`src/rtl/priority_queue_fifo_ties_top_defines.svh`:
```
`ifndef PRIORITY_QUEUE_FIFO_TIES_TOP_DEFINES_SVH
`define PRIORITY_QUEUE_FIFO_TIES_TOP_DEFINES_SVH

// Same-cycle implication, checked on every rising edge outside reset
`define PQFT_ASSERT(lbl, ante, cons) \
  lbl: assert property (@(posedge clk_i) disable iff (!rst_ni) (ante) |-> (cons)) \
    else $error("pqft check failed");

// Next-cycle implication, checked on every rising edge outside reset
`define PQFT_ASSERT_NEXT(lbl, ante, cons) \
  lbl: assert property (@(posedge clk_i) disable iff (!rst_ni) (ante) |=> (cons)) \
    else $error("pqft check failed");

`endif

```
`src/rtl/pqft_pkg.sv`:
```
`timescale 1ns / 1ps
`default_nettype none

package pqft_pkg;

  // Queue geometry
  localparam int Capacity = 16;
  localparam int IdxW     = $clog2(Capacity);
  localparam int CntW     = 5;

  // Field widths
  localparam int ValueW = 32;
  localparam int PrioW  = 16;
  localparam int StatW  = 2;

  // Request kinds
  localparam logic ActEnqueue = 1'b0;
  localparam logic ActDequeue = 1'b1;

  // Result status codes
  typedef enum logic [StatW-1:0] {
    StEnqueued = 2'd0,
    StDequeued = 2'd1,
    StEmpty    = 2'd2,
    StFull     = 2'd3
  } status_e;

endpackage

`default_nettype wire

```
`src/rtl/priority_queue_fifo_ties_top.sv`:
```
`timescale 1ns / 1ps
`default_nettype none
`include "priority_queue_fifo_ties_top_defines.svh"

// Bounded priority queue of 16 entries kept in arrival order. An enqueue request
// appends at the tail; its result, like that of a dequeue on an empty queue, goes
// through the emit state into the output register before the next request is taken.
// A dequeue request is handled by one shared signed comparator that walks the
// stored entries one per cycle, keeping the first strict maximum so that equal
// priorities leave oldest first, and then closes the gap one entry per cycle
// through the same read port before the result goes through the emit state.
// The input stalls until the result sits in the output register, and a stalled
// output register holds the block in the emit state until it is free. Each request
// yields exactly one result with status, occupancy and an empty flag.
module priority_queue_fifo_ties_top (
  input  wire logic                                   clk_i,
  input  wire logic                                   rst_ni,
  input  wire logic                                   in_valid_i,
  output logic                                        in_stall_o,
  input  wire logic                                   action_i,
  input  wire logic signed [pqft_pkg::ValueW-1:0]     item_value_i,
  input  wire logic signed [pqft_pkg::PrioW-1:0]      item_priority_i,
  output logic                                        out_valid_o,
  input  wire logic                                   out_stall_i,
  output logic signed [pqft_pkg::ValueW-1:0]          out_value_o,
  output logic [pqft_pkg::StatW-1:0]                  status_o,
  output logic [pqft_pkg::CntW-1:0]                   occupancy_o,
  output logic                                        is_empty_o
);

  typedef enum logic [1:0] {
    S_IDLE,
    S_SCAN,
    S_SHIFT,
    S_EMIT
  } state_e;

  localparam logic [pqft_pkg::CntW-1:0] CapCnt = pqft_pkg::CntW'(pqft_pkg::Capacity);

  // Entry storage, payload only
  logic signed [pqft_pkg::ValueW-1:0] val_mem [pqft_pkg::Capacity];
  logic signed [pqft_pkg::PrioW-1:0]  pri_mem [pqft_pkg::Capacity];

  state_e                              state_q;
  logic [pqft_pkg::CntW-1:0]           count_q;
  logic [pqft_pkg::CntW-1:0]           idx_q;
  logic [pqft_pkg::IdxW-1:0]           best_idx_q;
  logic signed [pqft_pkg::PrioW-1:0]   best_pri_q;
  logic signed [pqft_pkg::ValueW-1:0]  best_val_q;
  pqft_pkg::status_e                   res_status_q;
  logic signed [pqft_pkg::ValueW-1:0]  res_value_q;
  logic                                out_valid_q;
  logic signed [pqft_pkg::ValueW-1:0]  out_value_q;
  pqft_pkg::status_e                   out_status_q;
  logic [pqft_pkg::CntW-1:0]           out_count_q;

  logic                                in_acc;
  logic                                out_free;
  logic [pqft_pkg::IdxW-1:0]           rd_idx;
  logic signed [pqft_pkg::ValueW-1:0]  rd_val;
  logic signed [pqft_pkg::PrioW-1:0]   rd_pri;
  logic                                scan_more;
  logic                                shift_more;

  assign in_stall_o = (state_q != S_IDLE);
  assign in_acc     = in_valid_i && !in_stall_o;
  assign out_free   = !out_valid_q || !out_stall_i;

  // Select the single read address: head at idle, scan cursor, or entry behind the gap
  always_comb begin
    case (state_q)
      S_IDLE:  rd_idx = '0;
      S_SHIFT: rd_idx = idx_q[pqft_pkg::IdxW-1:0] + 1'b1;
      default: rd_idx = idx_q[pqft_pkg::IdxW-1:0];
    endcase
  end

  assign rd_val     = val_mem[rd_idx];
  assign rd_pri     = pri_mem[rd_idx];
  assign scan_more  = (idx_q < count_q);
  assign shift_more = ((idx_q + 1'b1) < count_q);

  // Write entries: append on enqueue, close up on compaction
  always_ff @(posedge clk_i) begin
    if (in_acc && action_i == pqft_pkg::ActEnqueue && count_q < CapCnt) begin
      val_mem[count_q[pqft_pkg::IdxW-1:0]] <= item_value_i;
      pri_mem[count_q[pqft_pkg::IdxW-1:0]] <= item_priority_i;
    end else if (state_q == S_SHIFT && shift_more) begin
      val_mem[idx_q[pqft_pkg::IdxW-1:0]] <= rd_val;
      pri_mem[idx_q[pqft_pkg::IdxW-1:0]] <= rd_pri;
    end
  end

  // Sequence each request and hold the registered result
  always_ff @(posedge clk_i or negedge rst_ni) begin
    if (!rst_ni) begin
      state_q      <= S_IDLE;
      count_q      <= '0;
      idx_q        <= '0;
      out_valid_q  <= 1'b0;
      best_idx_q   <= '0;
      best_pri_q   <= '0;
      best_val_q   <= '0;
      res_status_q <= pqft_pkg::StEnqueued;
      res_value_q  <= '0;
      out_value_q  <= '0;
      out_status_q <= pqft_pkg::StEnqueued;
      out_count_q  <= '0;
    end else begin
      // drop the result once taken
      if (out_valid_q && !out_stall_i) begin
        out_valid_q <= 1'b0;
      end
      case (state_q)
        S_IDLE: begin
          if (in_acc) begin
            res_value_q <= '0;
            if (action_i == pqft_pkg::ActEnqueue) begin
              if (count_q < CapCnt) begin
                count_q      <= count_q + 1'b1;
                res_status_q <= pqft_pkg::StEnqueued;
              end else begin
                res_status_q <= pqft_pkg::StFull;
              end
              state_q <= S_EMIT;
            end else if (count_q == '0) begin
              res_status_q <= pqft_pkg::StEmpty;
              state_q      <= S_EMIT;
            end else begin
              // seed the search with the oldest entry
              best_idx_q <= '0;
              best_pri_q <= rd_pri;
              best_val_q <= rd_val;
              idx_q      <= pqft_pkg::CntW'(1);
              state_q    <= S_SCAN;
            end
          end
        end
        S_SCAN: begin
          if (scan_more) begin
            // only a strictly larger priority displaces the current best
            if (rd_pri > best_pri_q) begin
              best_idx_q <= idx_q[pqft_pkg::IdxW-1:0];
              best_pri_q <= rd_pri;
              best_val_q <= rd_val;
            end
            idx_q <= idx_q + 1'b1;
          end else begin
            idx_q   <= {1'b0, best_idx_q};
            state_q <= S_SHIFT;
          end
        end
        S_SHIFT: begin
          if (shift_more) begin
            idx_q <= idx_q + 1'b1;
          end else begin
            count_q      <= count_q - 1'b1;
            res_status_q <= pqft_pkg::StDequeued;
            res_value_q  <= best_val_q;
            state_q      <= S_EMIT;
          end
        end
        S_EMIT: begin
          // hold until the output register is free
          if (out_free) begin
            out_valid_q  <= 1'b1;
            out_value_q  <= res_value_q;
            out_status_q <= res_status_q;
            out_count_q  <= count_q;
            state_q      <= S_IDLE;
          end
        end
        default: state_q <= S_IDLE;
      endcase
    end
  end

  assign out_valid_o = out_valid_q;
  assign out_value_o = out_value_q;
  assign status_o    = out_status_q;
  assign occupancy_o = out_count_q;
  assign is_empty_o  = (out_count_q == '0);

  `PQFT_ASSERT(a_count_bound, 1'b1, count_q <= CapCnt)
  `PQFT_ASSERT(a_empty_zero, out_valid_q && out_status_q == pqft_pkg::StEmpty,
               out_count_q == '0 && out_value_q == '0)
  `PQFT_ASSERT(a_full_cap, out_valid_q && out_status_q == pqft_pkg::StFull,
               out_count_q == CapCnt)
  `PQFT_ASSERT_NEXT(a_enq_grows,
                    in_acc && action_i == pqft_pkg::ActEnqueue && count_q < CapCnt,
                    count_q == $past(count_q) + 1'b1)

endmodule

`default_nettype wire

```
`config.mk`:
```
export PLATFORM = sky130hd
export DESIGN_NAME = priority_queue_fifo_ties_top
export DESIGN_NICKNAME = d
export VERILOG_FILES = /design/src/rtl/pqft_pkg.sv /design/src/rtl/priority_queue_fifo_ties_top.sv
export VERILOG_INCLUDE_DIRS = /design/src /design/src/rtl
export SDC_FILE = /design/constraint.sdc
export NUM_CORES = 1
export LEC_CHECK = 0
export ABC_AREA = 1
export BUFFER_PORTS_ARGS = -buffer_cell sky130_fd_sc_hd__buf_4
export CAP_MARGIN = 10
export CORE_MARGIN = 3
export CORE_UTILIZATION = 50
export CTS_CLUSTER_DIAMETER = 60
export DETAILED_ROUTE_END_ITERATION = 6
export PLACE_DENSITY = 0.65
export SYNTH_ARGS = -nofsm -noshare
export SYNTH_HDL_FRONTEND = slang
export SYNTH_SLANG_ARGS = --single-unit
export TNS_END_PERCENT = 50
```
`constraint.sdc`:
```
create_clock -name clk_i -period 6.1 [get_ports clk_i]
set_input_delay 1.83 -clock clk_i [delete_from_list [all_inputs] [get_ports clk_i]]
set_output_delay 1.83 -clock clk_i [all_outputs]
set_load 0.005 [all_outputs]
```
After elaboration in Yosys (flattened, before gate mapping)
Memory sizes are Yosys's and may differ from the RTL's.
Cells that the tools add are included.
Widths: inputs -> output; s select.
{ "word_totals": {"word_cells": 123, "mem_count": 2, "in_bits": 53, "output_inout_bits": 42, "ramBits": 768, "register_bits": 138} }
{ "memory_table": {"columns": ["name", "depth", "width", "rd", "rd_clocked_by_memory_dff", "write_ports", "line", "rtl"], "rows": [
  ["val_mem", 16, 32, 1, 0, 1, "priority_queue_fifo_ties_top.sv:41", "logic signed [pqft_pkg::ValueW-1:0] val_mem [pqft_pkg::Capacity];"],
  ["pri_mem", 16, 16, 1, 0, 1, "priority_queue_fifo_ties_top.sv:42", "logic signed [pqft_pkg::PrioW-1:0] pri_mem [pqft_pkg::Capacity];"]
]} }
{ "op_classes": {"n_bitwise": 1, "n_eq_ne": 15, "reduce_logical": 25, "addsub": 4, "muxes": 60, "n_lt_le_gt_ge": 4} }
{ "op_table": {"columns": ["cell", "n"], "rows": [
  ["$mux 32", 8],
  ["$pmux 32 s2", 2],
  ["$mux 16", 6],
  ["$mux 5", 9],
  ["$pmux 16 s2", 1],
  ["$reduce_or 32->1", 1],
  ["$mux 4", 7],
  ["$mux 2", 11],
  ["$ne 2x2->1 const B", 11],
  ["$gt 16x16->1", 1],
  ["$pmux 4 s2", 2],
  ["$reduce_or 16->1", 1],
  ["$pmux 5 s3", 1],
  ["$add 5x1->5 const B", 2],
  ["$logic_not 5->1", 2],
  ["$lt 5x5->1", 2],
  ["$mux 1", 10],
  ["$pmux 5 s2", 1],
  ["$reduce_and 5->1", 2],
  ["$pmux 2 s4", 1],
  ["$reduce_and 4->1", 2],
  ["$reduce_and 6->1", 1],
  ["$reduce_bool 2->1", 3],
  ["$logic_and 1x1->1", 5],
  ["14 further kinds", 17]
]} }

Depth between registers and ports, before layout
{ "logic_depth": {"word_depth": 9, "mapped_depth": 32, "ltp_nobuf": 28} }

Least setup slack after synthesis
Ideal clock, no wire load.
{ "synth_timing": {"path_kind": "input-to-reg", "startpoint": "input port action_i", "endpoint": "memory pri_mem[10][0] in the netlist's numbering, enable pin", "arrival_time_ns": 4.835, "setup_slack_ns": 0.811, "t_required_ns": 5.646, "n_path_buf": 1, "setup_time_ns": 0.454, "cell_stages": 8, "path_cell_list": "nor2_1 -> nand3_1 -> nand2_2 -> buf_2 -> nand2_1 -> o21ai_1 -> nand3_1 -> nor2_1"} }
{ "synth_between": {"elab_chain_len": 7, "word_cells_on_any_way": 10, "cone_classes": "6 x mux; 1 x bitwise; 3 x reduce/logical"} }
{ "synth_rtl": {"columns": ["item", "line", "rtl"], "rows": [
  ["start: declaration", "priority_queue_fifo_ties_top.sv:20", "input wire logic action_i,"],
  ["$not 1->1 *", null, null],
  ["$logic_and 1x1->1 * (2 in a row)", "priority_queue_fifo_ties_top.sv:85", "if (in_acc && action_i == pqft_pkg::ActEnqueue && count_q < CapCnt) begin"],
  ["$mux 1", "priority_queue_fifo_ties_top.sv:85", null],
  ["$mux 1 (not written as such)", "priority_queue_fifo_ties_top.sv:90", "pri_mem[idx_q[pqft_pkg::IdxW-1:0]] <= rd_pri;"],
  ["$reduce_or 16->1 (no line)", null, null],
  ["$mux 4 (no line) / $mux 1 (equally long branches)", null, null],
  ["end: declaration", "priority_queue_fifo_ties_top.sv:42", null]
]} }
Mark *: on every way between the ends. The rest lies on a longest branch, timed or not.

Worst setup path in the final report
{ "layout_timing": {"startpoint": "register state_q[0]", "endpoint": "memory val_mem[9][11] in the netlist's numbering, data pin"} }
{ "layout_between": {"elab_chain_len": 9, "word_cells_on_any_way": 15, "cone_classes": "1 x eq/ne; 5 x mux; 8 x reduce/logical; 1 x memory"} }
{ "layout_rtl": {"columns": ["item", "line", "rtl"], "rows": [
  ["start: declaration", "priority_queue_fifo_ties_top.sv:44", "state_e state_q;"],
  ["start signal: assignment", "priority_queue_fifo_ties_top.sv:97", "state_q <= S_IDLE;"],
  ["start signal: assignment", "priority_queue_fifo_ties_top.sv:125", "state_q <= S_EMIT;"],
  ["start signal: assignment", "priority_queue_fifo_ties_top.sv:128", "state_q <= S_EMIT;"],
  ["$reduce_bool 2->1", "priority_queue_fifo_ties_top.sv:65", "assign in_stall_o = (state_q != S_IDLE);"],
  ["$logic_not 1->1", "priority_queue_fifo_ties_top.sv:66", "assign in_acc = in_valid_i && !in_stall_o;"],
  ["$logic_and 1x1->1", "priority_queue_fifo_ties_top.sv:66", null],
  ["$logic_and 1x1->1 (2 in a row)", "priority_queue_fifo_ties_top.sv:85", null],
  ["$mux 1", "priority_queue_fifo_ties_top.sv:85", null],
  ["$mux 1 (not written as such)", "priority_queue_fifo_ties_top.sv:89", "val_mem[idx_q[pqft_pkg::IdxW-1:0]] <= rd_val;"],
  ["$reduce_or 32->1 (no line)", null, null],
  ["$mux 32 (no line) *", null, null],
  ["end: declaration", "priority_queue_fifo_ties_top.sv:41", null]
]} }
Marks and branches as above.

==> results.md <==
* Placed cells at 4,368
* Drt total wl at between 90,000 and 100,000 um
* Leakage at 0.0169 uW
* CTS buffer count at 92
* CP Data Required Time at 6.42 ns
* Pwr per Cell Area at slightly below 600 nW/um2
* Global-route usage over all layers at 25.0%
* Die Width at around 280 um
* Adder-cell share of the synthesized area at ~1.1%
* Total power at 25,800 uW
* CTS resizes at 0
* Worst Hold End: best_val_q[10]$_DFFE_PN0P_
* Largest net degree at the start of global routing at 198
* Hold crit path type: reg -> reg
* Max Cap Viol at 0
* Area after DPL at about 40,000 um2
* CTS Sinks at 906
* DP Worst Slack at 1.04 ns
* Syn nets at 3,484
* RSZ-0062 raised after global routing: no
* Die H at 283 um
* Synth cell types at 36
* Minimum clock period at between 5 and 6 ns
* Final Hold Vio Count at 0
* Final setup TNS at 0 ns
* Multiplexer share of the synthesized area at 0%
* Tcrit/Tclk final at a little over four fifths
* P&R area growth vs syn at 13.6%
* Gpl congestion at 0.842
* Post-synthesis simple-gate area fraction at 16.7%
* Max Fclk at 196 MHz
* PnR worst setup slack at 1.00 ns
* Antenna violations before repair at 2
* Reg2Reg Capture Point: val_mem[9][11]$_DFFE_PP_
* Crit Path Class: reg -> reg
* Finished Layout Cells at 4,537
* Initial Util at between 50% and 60%
* Drt initial violations at 3,004
* Vias/cell at ~5.7
* Status: complete, no violations
* Hold_buf cts at 0
* Grt total ovfl at 0
* Relative max-transition margin at 19.9%
* R2R depth at 13
* Register area at 26,500 um2
* DRT Pass-1 Iters at 6
* Nets@finish at 3,579
* Hold Path Cell Cnt at 2
* Register area share after synthesis at 69.4%
* Synth Area in Compound Gates at 6.69%
* # port buffers at 94
* Fillers at 6,019
* Post-Synthesis Cells at 3,398
* DPL Wire Length at 53,900 um
* XOR/XNOR Fraction of Synth Area at 0.183%
* Yosys reg bits at 906
* Worst hold start: best_val_q[10]$_DFFE_PN0P_
* Footprint of the multi-input gates at 9660 um2
* VDD IR max at 0.510 mV
* CP startpoint kind: register
* Largest family of logic cells by synthesized area: simple AND/OR/NAND/NOR gates
* DRC Markers at 0
* Reg2Reg Setup Slack at 1.00 ns
* Postcts setup bufs at 0
* Worst Tran Pin Value at 1.20 ns
* Core area at roughly 75,000 um2
* Clk buf depth at 3
* Root Buffer: clkbuf_16
* CP Max Fanout at 47
* Antenna Cells at 0
* CTS clk-pin slew, worst paths at 0.06 ns
* Clock Skew at 0.0203 ns
* Slew Limit Fails at 0
* Routed wire length per instance at 22.0 um
* Final ANT Viol Nets at 0
* Die area at 79,800 um2
* Setup crit end kind: register
* Via count at 26,043
* Post-synthesis area per instance at 11.3 um2
* Worst EP arrival at 5.42 ns
* H-tree levels at 3
* CTS tree: yes
* Vias in the first global route at roughly 25,000
* Clk_lat worst skew at 0.65 ns
* First-pass GRT wire length at 151,000 um
* Yosys warnings at 0
* Top Ports at 95
* Post-layout instance area at 43,500 um2
* Reg2reg start: state_q[0]$_DFFE_PN0P_
* Final setup violating endpoints at 0
* Row cnt at 100
* Syn Std Cell Area at about 38,000 um2
* Share of cells above drive strength 1 at 11.0%
==> worst max-delay path, cell delays in order, from the launching register on <==
cell and delay (ns):
dfrtp_1 0.37, inv_1 0.09, ha_2 0.49, nor2_8 0.32, inv_1 0.17, o21ai_4 0.94, buf_12 0.34, buf_4 0.54
o211ai_1 0.18, nand3_1 0.12, nand3_1 0.08, nand2_1 0.26, nor2_1 0.10, nor2_1 0.67
==> sequential cells by signal, summed over array words and instances, names as in the netlist <==
signal	cells
best_idx_q	4
best_pri_q	16
best_val_q	32
count_q	5
idx_q	5
occupancy_o	5
out_valid_o	1
out_value_o	32
pri_mem	256
res_status_q	2
res_value_q	32
state_q	2
status_o	2
val_mem	512
==> metal layers <==
layer	GRT usage (%)	part of all wire (%)	up-vias
met3	3.47	8.3	197
met2	39.5	46	1146
met5	0	0	-
met1	35.7	43	12731
met4	8.94	3.1	0
li1	-	-	11969
==> where the power goes <==
group | internal [uW] | leakage, uW | switching [uW]
Combinational | 3150 | 0.00668 | 7930
Clock | 3270 | 0.00147 | 2350
Sequential | 8710 | 0.00872 | 351
==> placed cells by master, fill, tap and decap left out, drive strengths merged <==
master / Yosys / final
nand2: 880 / 880
edfxtp: 768 / 768
nand3: 522 / 522
inv: 339 / 345
o211ai: 231 / 231
buf: 153 / 207
dfrtp: 138 / 138
clkbuf: 53 / 132
o21ai: 114 / 114
nor2: 104 / 104
a21oi: 43 / 43
ha: 32 / 32
clkinv: 0 / 23
xor2: 7 / 7
bufinv: 0 / 7
nor3: 3 / 3
nand4: 2 / 2
a31oi: 2 / 2
a21boi: 1 / 1
nor3b: 1 / 1
a21o: 1 / 1
or2: 1 / 1
o22ai: 1 / 1
xnor2: 1 / 1
fa: 1 / 1
clkinvlp: 0 / 1
==> Yosys cell counts, drive strengths merged <==
| cell | instances | area (um2) |
|---|---|---|
| nor3b | 1 | 7.51 |
| clkbuf | 53 | 200 |
| ha | 32 | 400 |
| nor3 | 3 | 20.0 |
| xor2 | 7 | 61.3 |
| nor2 | 104 | 417 |
| nand4 | 2 | 12.5 |
| o21ai | 114 | 574 |
| inv | 339 | 1270 |
| a21boi | 1 | 7.51 |
| nand3 | 522 | 2620 |
| buf | 153 | 802 |
| o211ai | 231 | 1730 |
| a31oi | 2 | 12.5 |
| fa | 1 | 20.0 |
| a21o | 1 | 7.51 |
| edfxtp | 768 | 23100 |
| xnor2 | 1 | 8.76 |
| a21oi | 43 | 215 |
| dfrtp | 138 | 3450 |
| nand2 | 880 | 3310 |
| or2 | 1 | 6.26 |
| o22ai | 1 | 6.26 |
==> worst max-delay path by stage <==
stage,startpoint,to,slack [ns],cells past startpoint
after floorplan,action_i,pri_mem[10][0]$_DFFE_PP_,0.81,8
after global placement,state_q[0]$_DFFE_PN0P_,val_mem[15][11]$_DFFE_PP_,1.26,13
after detailed placement,state_q[0]$_DFFE_PN0P_,val_mem[9][11]$_DFFE_PP_,1.04,13
after CTS,state_q[0]$_DFFE_PN0P_,val_mem[6][11]$_DFFE_PP_,1.01,13
after global routing,state_q[0]$_DFFE_PN0P_,best_val_q[0]$_DFFE_PN0P_,0.59,25
final,state_q[0]$_DFFE_PN0P_,val_mem[9][11]$_DFFE_PP_,1.00,13
==> cells by family (layout without fill, tap and decap cells) <==
| kind of cell | Yosys count | in the layout |
|---|---|---|
| AO/OA/AOI/OAI | 393 | 393 |
| XOR/XNOR | 8 | 8 |
| AND/OR/NAND/NOR | 1513 | 1513 |
| buffers and inverters | 545 | 715 |
| flip-flops | 906 | 906 |
| adder cells (fa/ha/maj) | 33 | 33 |
==> area by class of cell <==
class	count	share of cell area (%)
multi-input combinational	1947	22.2
tap	969	2.79
clock inverter	37	0.988
clock buffer	132	5.95
timing repair buffer	207	4.10
inverter	339	2.93
sequential	906	61.0
==> metrics by stage <==
step,hold WS [ns],utilization (%)
finish,0.471,57.9
global placement,0.453,53.8
floorplan,0.442,-
detailed placement,0.459,53.9
CTS,0.473,57.9
global route,0.498,57.9
Power figures use the tool's default switching activity.
